`src/rtl/dpru_pkg.sv`:
```
// Shared types and constants for the DIB pixel row unpacker.
package dpru_pkg;

    // Default size limits of the image
    localparam int DEF_MAX_WIDTH  = 256;
    localparam int DEF_MAX_HEIGHT = 256;

    // Depth of the queue between front and back
    localparam int QUEUE_DEPTH = 2;

    // Register indexes on the configuration port
    localparam logic [1:0] REG_PIXEL_FORMAT = 2'd0;
    localparam logic [1:0] REG_IMAGE_WIDTH  = 2'd1;
    localparam logic [1:0] REG_IMAGE_HEIGHT = 2'd2;

    // Reset values of the registers
    localparam logic [2:0] PIXEL_FORMAT_RST = 3'd4;
    localparam logic [8:0] IMAGE_WIDTH_RST  = 9'd16;
    localparam logic [8:0] IMAGE_HEIGHT_RST = 9'd16;

    // Pixel format codes as written to the format register
    localparam logic [2:0] FMT_1BPP  = 3'd0;
    localparam logic [2:0] FMT_4BPP  = 3'd1;
    localparam logic [2:0] FMT_8BPP  = 3'd2;
    localparam logic [2:0] FMT_24BPP = 3'd3;

    typedef enum logic [2:0] {
        MODE_1BPP,
        MODE_4BPP,
        MODE_8BPP,
        MODE_24BPP,
        MODE_32BPP
    } mode_t;

    // One input byte's worth of work for the back end
    typedef struct packed {
        mode_t       mode;
        logic [31:0] value;      // raw byte in low bits, or finished ARGB word
        logic [7:0]  column;     // column of the first pixel
        logic [7:0]  row;        // flipped image row
        logic [3:0]  count;      // pixels to emit, 1 to 8
        logic        end_image;  // last pixel of this byte ends the image
    } desc_t;

endpackage

```
`src/rtl/dpru_front.sv`:
```
// Front end: tracks the position in the stored image and classifies each byte.
module dpru_front
    import dpru_pkg::*;
#(
    parameter int MAX_WIDTH  = DEF_MAX_WIDTH,
    parameter int MAX_HEIGHT = DEF_MAX_HEIGHT
)
(
    input  logic        clk,
    input  logic        rst_n,
    input  logic        restart,
    input  logic [2:0]  pixel_format,
    input  logic [8:0]  image_width,
    input  logic [8:0]  image_height,
    input  logic        s_tvalid,
    output logic        s_tready,
    input  logic [7:0]  s_tdata,
    input  logic        queue_full,
    output logic        push,
    output desc_t       push_desc
);

    localparam int CW = $clog2(MAX_WIDTH + 1);
    localparam int BW = CW + 2;
    localparam int HW = $clog2(MAX_HEIGHT + 1);

    logic [BW-1:0] byte_in_row_reg, byte_in_row_next;
    logic [HW-1:0] stored_row_reg, stored_row_next;
    logic [CW-1:0] next_column_reg, next_column_next;
    logic [1:0]    byte_in_pixel_reg, byte_in_pixel_next;
    logic [23:0]   gathered_reg, gathered_next;

    mode_t         mode;
    logic [CW-1:0] w;
    logic [HW-1:0] h;
    logic [CW+4:0] row_bits;
    logic [CW+5:0] row_bits_up;
    logic [BW-1:0] stride;
    logic [CW-1:0] remaining;
    logic [3:0]    per_byte;
    logic [3:0]    count;
    logic [31:0]   value;
    logic          col_ok;
    logic          accept;
    logic [31:0]   row_full;
    logic [31:0]   col_full;

    // Decode the format, unknown codes act as 32 bit
    always_comb
    begin
        unique case (pixel_format)
            FMT_1BPP:  mode = MODE_1BPP;
            FMT_4BPP:  mode = MODE_4BPP;
            FMT_8BPP:  mode = MODE_8BPP;
            FMT_24BPP: mode = MODE_24BPP;
            default:   mode = MODE_32BPP;
        endcase
    end

    // Clamp the dimensions to the supported range
    always_comb
    begin
        if (image_width == '0)
            w = CW'(1);
        else if (int'(image_width) > MAX_WIDTH)
            w = CW'(MAX_WIDTH);
        else
            w = CW'(image_width);

        if (image_height == '0)
            h = HW'(1);
        else if (int'(image_height) > MAX_HEIGHT)
            h = HW'(MAX_HEIGHT);
        else
            h = HW'(image_height);
    end

    // Row stride in bytes, rounded up to four-byte words
    always_comb
    begin
        case (mode)
            MODE_1BPP:  row_bits = (CW+5)'(w);
            MODE_4BPP:  row_bits = (CW+5)'(w) << 2;
            MODE_8BPP:  row_bits = (CW+5)'(w) << 3;
            MODE_24BPP: row_bits = ((CW+5)'(w) << 4) + ((CW+5)'(w) << 3);
            default:    row_bits = (CW+5)'(w) << 5;
        endcase
        row_bits_up = (CW+6)'(row_bits) + (CW+6)'(31);
        stride      = {row_bits_up[CW+4:5], 2'b00};
    end

    assign s_tready = !queue_full;
    assign accept   = s_tvalid && s_tready;
    assign col_ok   = next_column_reg < w;
    assign remaining = w - next_column_reg;

    // Classify the byte: pixel count, value and gather state
    always_comb
    begin
        gathered_next      = gathered_reg;
        byte_in_pixel_next = byte_in_pixel_reg;
        value              = {24'd0, s_tdata};
        count              = 4'd0;

        case (mode)
            MODE_1BPP: per_byte = 4'd8;
            MODE_4BPP: per_byte = 4'd2;
            default:   per_byte = 4'd1;
        endcase

        if (mode == MODE_1BPP || mode == MODE_4BPP || mode == MODE_8BPP)
        begin
            if (col_ok)
            begin
                if (32'(remaining) < 32'(per_byte))
                    count = 4'(remaining);
                else
                    count = per_byte;
            end
        end
        else if (col_ok)
        begin
            if ((mode == MODE_24BPP && byte_in_pixel_reg >= 2'd2) ||
                (mode == MODE_32BPP && byte_in_pixel_reg == 2'd3))
            begin
                count = 4'd1;
                if (mode == MODE_24BPP)
                    value = {8'hff, s_tdata, gathered_reg[15:0]};
                else
                    value = {s_tdata, gathered_reg};
                gathered_next      = '0;
                byte_in_pixel_next = 2'd0;
            end
            else
            begin
                case (byte_in_pixel_reg)
                    2'd0:    gathered_next = {gathered_reg[23:8], s_tdata};
                    2'd1:    gathered_next = {gathered_reg[23:16], s_tdata, gathered_reg[7:0]};
                    default: gathered_next = {s_tdata, gathered_reg[15:0]};
                endcase
                byte_in_pixel_next = byte_in_pixel_reg + 2'd1;
            end
        end
    end

    // Build the queue entry
    assign row_full = 32'(h) - 32'd1 - 32'(stored_row_reg);
    assign col_full = 32'(next_column_reg);
    assign push     = accept && (count != 4'd0);

    always_comb
    begin
        push_desc.mode      = mode;
        push_desc.value     = value;
        push_desc.column    = col_full[7:0];
        push_desc.row       = row_full[7:0];
        push_desc.count     = count;
        push_desc.end_image = (stored_row_reg == h - HW'(1)) &&
                              ((CW+1)'(next_column_reg) + (CW+1)'(count) == (CW+1)'(w));
    end

    // Advance the position, wrap at the end of each stored row
    always_comb
    begin
        byte_in_row_next = byte_in_row_reg;
        stored_row_next  = stored_row_reg;
        next_column_next = next_column_reg + CW'(count);
        if ((BW+1)'(byte_in_row_reg) + (BW+1)'(1) >= (BW+1)'(stride))
        begin
            byte_in_row_next = '0;
            next_column_next = '0;
            if (stored_row_reg >= h - HW'(1))
                stored_row_next = '0;
            else
                stored_row_next = stored_row_reg + HW'(1);
        end
        else
        begin
            byte_in_row_next = byte_in_row_reg + BW'(1);
        end
    end

    // Hold the position state, clear it on restart
    always_ff @(posedge clk or negedge rst_n)
    begin
        if (!rst_n)
        begin
            byte_in_row_reg   <= '0;
            stored_row_reg    <= '0;
            next_column_reg   <= '0;
            byte_in_pixel_reg <= '0;
            gathered_reg      <= '0;
        end
        else if (restart)
        begin
            byte_in_row_reg   <= '0;
            stored_row_reg    <= '0;
            next_column_reg   <= '0;
            byte_in_pixel_reg <= '0;
            gathered_reg      <= '0;
        end
        else if (accept)
        begin
            byte_in_row_reg <= byte_in_row_next;
            stored_row_reg  <= stored_row_next;
            next_column_reg <= next_column_next;
            if (byte_in_row_next == '0)
            begin
                byte_in_pixel_reg <= '0;
                gathered_reg      <= '0;
            end
            else
            begin
                byte_in_pixel_reg <= byte_in_pixel_next;
                gathered_reg      <= gathered_next;
            end
        end
    end

endmodule

```
`src/rtl/dpru_queue.sv`:
```
// Short queue of byte descriptors between front and back end.
module dpru_queue
    import dpru_pkg::*;
(
    input  logic  clk,
    input  logic  rst_n,
    input  logic  push,
    input  desc_t push_desc,
    output logic  full,
    input  logic  pop,
    output logic  head_valid,
    output desc_t head_desc
);

    localparam int PW = $clog2(QUEUE_DEPTH);

    desc_t           entry_reg [QUEUE_DEPTH];
    logic [PW-1:0]   wr_ptr_reg;
    logic [PW-1:0]   rd_ptr_reg;
    logic [PW:0]     fill_reg;

    assign full       = fill_reg == (PW+1)'(QUEUE_DEPTH);
    assign head_valid = fill_reg != '0;
    assign head_desc  = entry_reg[rd_ptr_reg];

    // Store entries
    always_ff @(posedge clk)
    begin
        if (push)
            entry_reg[wr_ptr_reg] <= push_desc;
    end

    // Advance pointers and fill level
    always_ff @(posedge clk or negedge rst_n)
    begin
        if (!rst_n)
        begin
            wr_ptr_reg <= '0;
            rd_ptr_reg <= '0;
            fill_reg   <= '0;
        end
        else
        begin
            if (push)
                wr_ptr_reg <= (32'(wr_ptr_reg) == QUEUE_DEPTH - 1) ? '0 : wr_ptr_reg + PW'(1);
            if (pop)
                rd_ptr_reg <= (32'(rd_ptr_reg) == QUEUE_DEPTH - 1) ? '0 : rd_ptr_reg + PW'(1);
            if (push && !pop)
                fill_reg <= fill_reg + (PW+1)'(1);
            else if (pop && !push)
                fill_reg <= fill_reg - (PW+1)'(1);
        end
    end

endmodule

```
`src/rtl/dpru_back.sv`:
```
// Back end: expands each descriptor into pixels through the output register.
module dpru_back
    import dpru_pkg::*;
(
    input  logic        clk,
    input  logic        rst_n,
    input  logic        head_valid,
    input  desc_t       head_desc,
    output logic        pop,
    output logic        m_tvalid,
    input  logic        m_tready,
    output logic [47:0] m_tdata,
    output logic        m_tlast,
    output logic        m_tuser
);

    logic [2:0]  pix_reg;
    logic        valid_reg;
    logic [31:0] value_reg;
    logic [7:0]  column_reg;
    logic [7:0]  row_reg;
    logic        last_byte_reg;
    logic        last_image_reg;

    logic        advance;
    logic        final_pix;
    logic [31:0] pix_value;
    logic [2:0]  bit_sel;

    assign advance   = !valid_reg || m_tready;
    assign final_pix = 4'(pix_reg) + 4'd1 == head_desc.count;
    assign pop       = advance && head_valid && final_pix;
    assign bit_sel   = 3'd7 - pix_reg;

    // Pick the pixel out of the byte, most significant bits first
    always_comb
    begin
        case (head_desc.mode)
            MODE_1BPP: pix_value = {31'd0, head_desc.value[bit_sel]};
            MODE_4BPP: pix_value = (pix_reg == 3'd0) ? {28'd0, head_desc.value[7:4]}
                                                    : {28'd0, head_desc.value[3:0]};
            MODE_8BPP: pix_value = {24'd0, head_desc.value[7:0]};
            default:   pix_value = head_desc.value;
        endcase
    end

    // Step through the pixels of the head entry
    always_ff @(posedge clk or negedge rst_n)
    begin
        if (!rst_n)
        begin
            pix_reg   <= '0;
            valid_reg <= 1'b0;
        end
        else if (advance)
        begin
            valid_reg <= head_valid;
            if (head_valid)
                pix_reg <= final_pix ? 3'd0 : pix_reg + 3'd1;
        end
    end

    // Load the output payload
    always_ff @(posedge clk)
    begin
        if (advance && head_valid)
        begin
            value_reg      <= pix_value;
            column_reg     <= head_desc.column + 8'(pix_reg);
            row_reg        <= head_desc.row;
            last_byte_reg  <= final_pix;
            last_image_reg <= final_pix && head_desc.end_image;
        end
    end

    assign m_tvalid = valid_reg;
    assign m_tdata  = {row_reg, column_reg, value_reg};
    assign m_tlast  = last_byte_reg;
    assign m_tuser  = last_image_reg;

endmodule

```
`src/rtl/dib_pixel_row_unpacker_unit.sv`:
```
// Top level of the DIB pixel row unpacker with its configuration registers.
// Takes the pixel-data bytes of a bottom-up bitmap, one byte per transaction, and emits one
// transaction per pixel: a palette index for 1, 4 and 8 bit formats or an ARGB word for 24
// and 32 bit formats, with column, flipped row, an end-of-byte mark (tlast) and an
// end-of-image flag (tuser). A byte is accepted every cycle while the two-entry queue between
// the front end and the back end has room; pixels leave at one per cycle while the receiver is
// ready, so in 8, 24 and 32 bit formats the block sustains one byte per cycle; in 4 and 1 bit
// formats a byte gives up to two or eight pixels. A pixel passes through a queue entry and
// the output register after the byte that completes it. Padding bytes and bits past the row
// width give no transaction. Any write to a known register restarts the image.
module dib_pixel_row_unpacker_unit
    import dpru_pkg::*;
#(
    parameter int MAX_WIDTH  = DEF_MAX_WIDTH,
    parameter int MAX_HEIGHT = DEF_MAX_HEIGHT
)
(
    input  logic        clk,
    input  logic        rst_n,
    // Configuration port
    input  logic        psel,
    input  logic        penable,
    input  logic        pwrite,
    input  logic [3:0]  paddr,
    input  logic [31:0] pwdata,
    output logic [31:0] prdata,
    output logic        pready,
    // Byte input
    input  logic        s_tvalid,
    output logic        s_tready,
    input  logic [7:0]  s_tdata,   // [7:0] data_byte
    // Pixel output
    output logic        m_tvalid,
    input  logic        m_tready,
    output logic [47:0] m_tdata,   // [31:0] pixel_value, [39:32] column, [47:40] row
    output logic        m_tlast,   // last_of_byte
    output logic        m_tuser    // [0] last_pixel
);

    logic [2:0] pixel_format_reg;
    logic [8:0] image_width_reg;
    logic [8:0] image_height_reg;
    logic       cfg_write;
    logic       restart;
    logic       queue_full;
    logic       push;
    desc_t      push_desc;
    logic       pop;
    logic       head_valid;
    desc_t      head_desc;

    assign pready    = 1'b1;
    assign cfg_write = psel && penable && pwrite && pready;

    // Write the registers; a write to a known register restarts the image
    always_ff @(posedge clk or negedge rst_n)
    begin
        if (!rst_n)
        begin
            pixel_format_reg <= PIXEL_FORMAT_RST;
            image_width_reg  <= IMAGE_WIDTH_RST;
            image_height_reg <= IMAGE_HEIGHT_RST;
        end
        else if (cfg_write)
        begin
            unique case (paddr[3:2])
                REG_PIXEL_FORMAT: pixel_format_reg <= pwdata[2:0];
                REG_IMAGE_WIDTH:  image_width_reg  <= pwdata[8:0];
                REG_IMAGE_HEIGHT: image_height_reg <= pwdata[8:0];
                default:          ;
            endcase
        end
    end

    always_comb
    begin
        restart = 1'b0;
        prdata  = '0;
        unique case (paddr[3:2])
            REG_PIXEL_FORMAT:
            begin
                restart = cfg_write;
                prdata  = {29'd0, pixel_format_reg};
            end
            REG_IMAGE_WIDTH:
            begin
                restart = cfg_write;
                prdata  = {23'd0, image_width_reg};
            end
            REG_IMAGE_HEIGHT:
            begin
                restart = cfg_write;
                prdata  = {23'd0, image_height_reg};
            end
            default: ;
        endcase
    end

    dpru_front #(
        .MAX_WIDTH  (MAX_WIDTH),
        .MAX_HEIGHT (MAX_HEIGHT)
    ) u_front (
        .clk          (clk),
        .rst_n        (rst_n),
        .restart      (restart),
        .pixel_format (pixel_format_reg),
        .image_width  (image_width_reg),
        .image_height (image_height_reg),
        .s_tvalid     (s_tvalid),
        .s_tready     (s_tready),
        .s_tdata      (s_tdata),
        .queue_full   (queue_full),
        .push         (push),
        .push_desc    (push_desc)
    );

    dpru_queue u_queue (
        .clk        (clk),
        .rst_n      (rst_n),
        .push       (push),
        .push_desc  (push_desc),
        .full       (queue_full),
        .pop        (pop),
        .head_valid (head_valid),
        .head_desc  (head_desc)
    );

    dpru_back u_back (
        .clk        (clk),
        .rst_n      (rst_n),
        .head_valid (head_valid),
        .head_desc  (head_desc),
        .pop        (pop),
        .m_tvalid   (m_tvalid),
        .m_tready   (m_tready),
        .m_tdata    (m_tdata),
        .m_tlast    (m_tlast),
        .m_tuser    (m_tuser)
    );

endmodule

```
`config.mk`:
```
export PLATFORM = sky130hd
export DESIGN_NAME = dib_pixel_row_unpacker_unit
export DESIGN_NICKNAME = d
export VERILOG_FILES = /design/src/rtl/dpru_pkg.sv /design/src/rtl/dpru_front.sv /design/src/rtl/dpru_queue.sv /design/src/rtl/dpru_back.sv /design/src/rtl/dib_pixel_row_unpacker_unit.sv
export SDC_FILE = /design/constraint.sdc
export NUM_CORES = 1
export LEC_CHECK = 0
export BUFFER_PORTS_ARGS = -buffer_cell sky130_fd_sc_hd__buf_2
export CAP_MARGIN = 40
export CORE_UTILIZATION = 23
export CTS_BUF_LIST = sky130_fd_sc_hd__clkbuf_4
export DETAILED_ROUTE_END_ITERATION = 16
export GPL_ROUTABILITY_DRIVEN = 0
export REMOVE_ABC_BUFFERS = 1
export SLEW_MARGIN = 5
export SYNTH_ARGS = -nofsm -noshare
export SYNTH_HDL_FRONTEND = slang
export SYNTH_SLANG_ARGS = --single-unit
export TNS_END_PERCENT = 100
```
`constraint.sdc`:
```
create_clock -name clk -period 6.7 [get_ports clk]
set_input_delay 0.67 -clock clk [delete_from_list [all_inputs] [get_ports clk]]
set_output_delay 0.67 -clock clk [all_outputs]
set_load 0.01 [all_outputs]
```
==> results.txt, run 1 <==
----------------------------------------------------
[Clock network]
  H-Tree Level Count ... 2
  Clk pin slew, worst setup/hold paths ... 0.07 ns
  CTS tree ... built
  Number of buffers added by the clock tree synthesis step ... 61
  Root cell of the clock tree ... clkbuf_4
  Source-to-sink clock delay at the later pin of the worst-skew pair ... 0.78 ns
  Longest Clk Path Bufs ... 3
  TritonCTS Sinks ... 246

[Job]
  Max-cap viol count ... 0

[Synth]
  Library cell occupying the most area in the post-synthesis netlist ... edfxtp_1
  Compound-Gate Fraction of Synth Area ... 0.116
  Share of synthesized area spent on multiplexers ... 0.0766
  Yosys warnings ... 0
  Average footprint of a synthesized cell ... 11.3 µm²
  Main synth FF type ... edfxtp_1
  Sequential fraction of the synthesis area ... 0.525
  Cell area after technology mapping ... 13300 µm²
  Fraction of synthesized cell area in xor and xnor cells ... 0.0429
  Top cells by area, synth ... edfxtp_1, dfrtp_1, ha_1
  Flop and latch count out of synthesis ... 246
  Post-synthesis share of cell area spent on full adders, half adders and majority gates ... 0.0679
  Number of enable flip-flop cells after synthesis ... 162
  Top cell type's share of synthesized area ... 0.367
  Largest family of logic cells by synthesized area ... simple AND/OR/NAND/NOR gates
  Area share of and/or/nand/nor cells after synthesis ... 0.127
  Share of synthesized registers carrying an async set or reset ... 0.341
  Number of distinct library cell variants in the gate-level netlist after synthesis ... 72
  Cell count after synthesis ... 1178

[Timing]
  Portion of the clock cycle consumed by the worst path in the final layout ... 0.942
  Layout Skew ... 0.0822 ns
  Final count of pins violating max slew ... 0
  Setup tns final ... 0 ns
  RSZ-0062 raised after global routing ... false
  Setup violation total in the final timing report ... 0
  Final Hold Viols ... 0
  Highest clock rate ... 0.158 GHz
  Slew @ Worst Pin ... 0.818 ns
  Crit path time final ... 6.31 ns
  Worst slew margin ... 0.454

[Worst setup path]
  Maximum net fanout on the critical path ... 7
  Worst reg-to-reg path cell count ... 23
  Worst R2R Start ... image_width_reg[5]
  Critical path data arrival time ... 6.82 ns
  Endpoint of the lowest-slack register-to-register path ... u_queue.entry_reg[0][0]
  Data required time at the worst endpoint ... 7.20 ns
  Worst setup path category ... flip-flop to flip-flop
  Slack of the worst reg-to-reg path ... 0.39 ns
  Nature of the critical path startpoint ... flip-flop
  Critical Path Sink Type ... flip-flop
  Crit. Startpoint ... image_width_reg[5]

[Global routing]
  Gr ovfl total ... 0
  Pin count of the biggest net entering global routing ... 60
  GR Util All Layers ... 0.102
  Number of global-route vias before repair ... 9440
  Global-route wire length before repair ... 49.2 mm
  Initial antenna violation count ... 3

[Drt]
  First-pass iteration count of the detailed router ... 5
  DRC errors left ... 0
  Detail Route Antenna Nets ... 0
  Via count ... 9275
  Average wire per standard cell ... 14.4 µm
  Routed vias/inst ... 4.37
  Count of routing violations after the opening detailed-route iteration ... 554
  Detailed-route wire length ... 30.5 mm

[Floorplanning]
  Starting density of the core ... 0.234
  FP Rows ... 87
  Horizontal die dimension ... 242 µm
  Die H ... 242 µm
  CORE AREA ... 56700 µm²
  I/O pin cnt ... 136
  Die Footprint ... 58700 µm²

[Min path]
  Min-Delay Endpoint ... image_height_reg[7]
  Origin of the worst min-delay path ... pwdata[7]
  Worst hold stages ... 2
  Worst min-delay path category ... input pin to flip-flop

[Layout]
  Fraction of layout cells with a size suffix above 1 ... 0.195
  Filler Cell Count ... 5844
  Area Overhead vs Synth ... 17.1%
  Most frequent cells in the layout ... edfxtp_1, nor2_1, nand2_1
  Final Net Count ... 1432
  Largest register FFs ... 112
  Most frequent standard cell in the layout excluding fill and tap cells ... edfxtp_1

[Placement]
  Estimated wirelength of the detail-placed design ... 21.8 mm
  PortBufs ... 86

[Power]
  VDD IR max ... 0.167 mV
  Leakage power ... 0.00637 µW
  Overall power of the completed layout ... 6230 µW
  Total power per unit cell area ... 401 nW/µm²

[Run status]
  Result of the run ... complete, no violations

----------------------------------------------------
==> worst max-delay path, cell delays in order (launching register included) <==
cell and delay [ns]:
dfrtp_1 0.45, nor3_1 0.29, a31o_2 0.22, and2_0 0.31, inv_1 0.09, ha_1 0.20
inv_1 0.07, fa_1 0.46, ha_1 0.32, a211o_1 0.26, a2111o_1 0.45, a2111oi_4 0.19
buf_4 0.19, nand3_1 0.08, a31o_2 0.31, ha_1 0.23, fa_1 0.40, a21o_1 0.18
a21o_1 0.21, and3_1 0.25, xnor2_1 0.17, nand4_1 0.13, a311o_1 0.36, a211oi_2 0.24
==> Yosys cell counts (all sizes together), types with 4 or more instances <==
cell type  number
nand4           5
nand2          98
clkbuf         27
fa              5
dfrtp          81
nor3b           4
and2           14
nor3           24
a21oi          48
nand3          18
nor4            9
a22o           27
inv            65
edfxtp        162
nand2b         16
mux2i          60
a21o           18
or3             5
a211oi          6
o31ai           5
a31oi           4
or2             4
nor2b          26
a22oi          12
xor2           27
a32o            4
xnor2          38
ha             64
mux2           33
o22ai           6
buf            36
nor2          100
o21ai          57
o21bai          8
o22a            4
and3           13
o21a            5
==> worst max-delay path by stage <==
stage	endpoint	slack, ns	depth (start not counted)
4_1_cts	u_queue.entry_reg[0][0]	0.13	22
2_1_floorplan	u_queue.entry_reg[0][0]	1.01	22
3_5_place_dp	u_queue.entry_reg[0][0]	0.22	22
6_report	u_queue.entry_reg[0][0]	0.39	23
3_3_place_gp	u_queue.entry_reg[1][0]	0.36	22
5_1_grt	u_queue.entry_reg[0][0]	0.11	22
==> metal layers <==
layer / routed length [µm] / up-vias / global-route usage / share of wire
met4: 1170 / 4 / 0.0490 / 0.038
li1: - / 4522 / - / -
met2: 14600 / 215 / 0.177 / 0.48
met5: 27 / - / 0 / 0.00089
met3: 1260 / 86 / 0.0189 / 0.041
met1: 13500 / 4448 / 0.123 / 0.44
==> kinds of logic (layout without fill, tap and decap cells) <==
logic type / Yosys count / in the layout
buffers and inverters: 129 / 294
xor gates and xnor gates: 65 / 65
adders and majority gates: 69 / 69
and+or+nand+nor: 347 / 347
AOI/OAI and AO/OA: 225 / 225
muxes: 95 / 95
DFF: 246 / 246
other: 2 / 25
==> what timing repair did <==
item | CTS | global route
hold buffers | 1 | 0
setup endpoints to repair | 0 | 2
gates resized for setup | 0 | 1
hold endpoints to repair | 25 | 0
setup buffers | 0 | 1
==> area by class of cell <==
type                            instances  area [µm²]  area share
Antenna cell                            1        2.50    0.000161
Multi-Input combinational cell        825        5810       0.374
Tap cell                              756         946      0.0608
Inverter                               66         248      0.0159
Timing Repair Buffer                  112         677      0.0435
Sequential cell                       246        6970       0.448
Clock inverter                         31         251      0.0162
Clock buffer                           85         638      0.0410
==> where the power goes <==
group	internal (µW)	switching (µW)	total [µW]
combinational	1020	1440	2460
clock	755	645	1400
sequential	2140	229	2370
total	3910	2320	6230
==> per-stage QoR <==
step	hold slack [ns]	setup slack [ns]	utilization	cell area, µm²	instances
floorplan	0.374	1.01	-	13000	1137
global placement	0.480	0.361	0.257	14600	1998
detailed placement	0.489	0.217	0.258	14600	2003
CTS	0.106	0.131	0.274	15500	2120
global route	0.133	0.111	0.274	15500	2122
finish	0.166	0.386	0.274	15500	2122
Power figures use the tool's default switching activity.
==> run 2, diff against run 1 <==
==> constraint.sdc (replaced) <==
create_clock -name clk -period 6.7 [get_ports clk]
set_input_delay 1.34 -clock clk [delete_from_list [all_inputs] [get_ports clk]]
set_output_delay 1.34 -clock clk [all_outputs]
set_load 0.01 [all_outputs]
==> results.txt, run 2 (synthesis results as in run 1) <==
----------------------------------------------------
[Run status]
  Result of the run ... complete, no violations (unchanged)

[Timing]
  Layout Skew ... 0.0483 ns (was 0.0822 ns)
  RSZ-0062 raised after global routing ... false (unchanged)
  Slew @ Worst Pin ... 0.805 ns (was 0.818 ns)
  Setup tns final ... 0 ns (unchanged)
  Final Hold Viols ... 0 (unchanged)
  Worst slew margin ... 0.461 (was 0.454)
  Crit path time final ... 6.38 ns (was 6.31 ns)
  Final count of pins violating max slew ... 0 (unchanged)
  Portion of the clock cycle consumed by the worst path in the final layout ... 0.952 (was 0.942)
  Highest clock rate ... 0.157 GHz (was 0.158 GHz)
  Setup violation total in the final timing report ... 0 (unchanged)

[Power]
  Total power per unit cell area ... 401 nW/µm² (about the same)
  Switching power as a share of total power ... 0.366 (was 0.372)
  VDD IR max ... 0.167 mV (about the same)
  Switch Pwr ... 2290 µW (was 2320 µW)
  Combinational share of power ... 0.394 (was 0.395)
  Leakage power ... 0.00643 µW (was 0.00637 µW)
  Relative contribution of sequential cells to total power ... 0.377 (was 0.381)
  P_int ... 3970 µW (was 3910 µW)
  Part of the power in the clock network ... 0.229 (was 0.225)

[Layout]
  Fraction of layout cells with a size suffix above 1 ... 0.209 (was 0.195)
  Largest register FFs ... 112 (unchanged)
  Cell Count, Final, Fillers Out ... 2128 (was 2122)
  Most frequent cells in the layout ... edfxtp_1, clkbuf_4, nor2_1 (was edfxtp_1, nor2_1, nand2_1)
  Filler Cell Count ... 5859 (was 5844)
  Most frequent standard cell in the layout excluding fill and tap cells ... edfxtp_1 (unchanged)
  Area Overhead vs Synth ... 17.8% (was 17.1%)
  Final Net Count ... 1440 (was 1432)

[Worst setup path]
  Data required time at the worst endpoint ... 7.21 ns (was 7.20 ns)
  Slack of the worst reg-to-reg path ... 0.32 ns (was 0.39 ns)
  Critical Path Sink Type ... flip-flop (unchanged)
  Worst R2R Start ... image_width_reg[5] (unchanged)
  Maximum net fanout on the critical path ... 7 (unchanged)
  Worst setup path category ... flip-flop to flip-flop (unchanged)
  Nature of the critical path startpoint ... flip-flop (unchanged)
  Worst reg-to-reg path cell count ... 21 (was 23)
  Endpoint of the lowest-slack register-to-register path ... u_queue.entry_reg[0][0] (unchanged)
  Critical path data arrival time ... 6.89 ns (was 6.82 ns)

[Global routing]
  Pin count of the biggest net entering global routing ... 54 (was 60)
  Gr ovfl total ... 0 (unchanged)
  Initial antenna violation count ... 3 (unchanged)
  Global-route wire length before repair ... 49.1 mm (was 49.2 mm)
  Number of global-route vias before repair ... 9523 (was 9440)
  GR Util All Layers ... 0.103 (was 0.102)

[Placement]
  Placed cells ... 2008 (was 2003)
  PortBufs ... 86 (unchanged)
  Estimated wirelength of the detail-placed design ... 21.7 mm (was 21.8 mm)

[Floorplanning]
  CORE AREA ... 56700 µm² (unchanged)
  FP Rows ... 87 (unchanged)
  Starting density of the core ... 0.234 (unchanged)
  Horizontal die dimension ... 242 µm (unchanged)
  Die H ... 242 µm (unchanged)
  I/O pin cnt ... 136 (unchanged)
  Die Footprint ... 58700 µm² (unchanged)

[Clock network]
  Source-to-sink clock delay at the later pin of the worst-skew pair ... 0.73 ns (was 0.78 ns)
  Root cell of the clock tree ... clkbuf_4 (unchanged)
  Clk pin slew, worst setup/hold paths ... 0.07 ns (about the same)
  Longest Clk Path Bufs ... 3 (unchanged)
  CTS tree ... built (unchanged)
  Number of buffers added by the clock tree synthesis step ... 66 (was 61)
  CTS Hold Bufs ... 0 (was 1)
  H-Tree Level Count ... 3 (was 2)
  TritonCTS Sinks ... 246 (unchanged)
  Count of buffers added by post-CTS timing repair for setup ... 0 (unchanged)

[Min path]
  Worst min-delay path category ... input pin to asynchronous set/reset pin (was input pin to flip-flop)

[Job]
  Max-cap viol count ... 0 (unchanged)

[Drt]
  Average wire per standard cell ... 14.2 µm (was 14.4 µm)
  Detail Route Antenna Nets ... 0 (unchanged)
  Via count ... 9326 (was 9275)
  First-pass iteration count of the detailed router ... 5 (unchanged)
  Count of routing violations after the opening detailed-route iteration ... 613 (was 554)
  Routed vias/inst ... 4.38 (was 4.37)
  DRC errors left ... 0 (unchanged)
  Detailed-route wire length ... 30.3 mm (was 30.5 mm)

----------------------------------------------------
[run 2: area by class of cell]
cell class	count	area, µm²	share of cell area
multi-input cells	825	5820	0.372
diodes	1	2.50	0.000160
inverters	66	248	0.0159
clock inverters	17	156	0.0100
flip-flops and latches	246	6970	0.446
well taps	756	946	0.0605
repair buffers	115	724	0.0463
clock buffers	102	766	0.0490
[run 2: how the worst max path moves through the flow]
stage | from | endpoint | slack [ns] | cells past startpoint
global placement | image_width_reg[5] | u_queue.entry_reg[1][0] | 0.26 | 21
detailed placement | image_width_reg[5] | u_queue.entry_reg[0][0] | 0.1 | 21
floorplan | image_width_reg[5] | u_queue.entry_reg[0][0] | 1.01 | 22
finish | image_width_reg[5] | u_queue.entry_reg[0][0] | 0.32 | 21
CTS | image_width_reg[5] | u_queue.entry_reg[0][0] | 0.07 | 21
global route | image_width_reg[5] | u_queue.entry_reg[1][0] | 0.06 | 21
[run 2: stage by stage]
| step | total power (µW) | util | area (µm²) | hold slack (ns) | setup WS, ns |
|---|---|---|---|---|---|
| global route | 6730 | 0.276 | 15600 | 0.440 | 0.0608 |
| global placement | 4780 | 0.258 | 14600 | 0.480 | 0.257 |
| detailed placement | 4880 | 0.259 | 14700 | 0.487 | 0.0970 |
| CTS | 6360 | 0.275 | 15600 | 0.396 | 0.0650 |
| floorplan | 4100 | - | 13000 | 0.465 | 1.01 |
| finish | 6260 | 0.276 | 15600 | 0.481 | 0.320 |
[run 2: what timing repair did]
action,CTS,global route
endpoints found under the setup margin,0,2
resized for setup,0,2
hold endpoints to repair,0,0
[run 2: critical path: stages (launching register included)]
cell       delay, ns
dfrtp_1         0.37
nor3_1          0.30
a31o_2          0.23
and2_0          0.33
inv_1           0.08
ha_1            0.21
inv_1           0.07
fa_1            0.45
ha_1            0.31
a211o_1         0.26
a2111o_1        0.45
a2111oi_4       0.39
nand3_1         0.14
a31o_2          0.31
ha_1            0.24
fa_1            0.59
xor2_1          0.20
nand4_1         0.11
nor4_1          0.36
nand4_1         0.16
a311o_1         0.36
a211oi_2        0.25
[run 2: power by group through the flow]
stage | registers, µW | logic, µW | clock network [µW]
floorplan | 2490 | 1610 | 0
global placement | 2380 | 2400 | 0
detailed placement | 2400 | 2490 | 0
CTS | 2370 | 2500 | 1500
global route | 2410 | 2750 | 1570
finish | 2360 | 2470 | 1440
[run 2: per-layer routing]
metal	track usage	vias up	routed length [µm]
met1	0.123	4506	13200
li1	-	4531	-
met5	0	-	26
met4	0.0486	4	749
met2	0.175	232	14900
met3	0.0232	53	1420
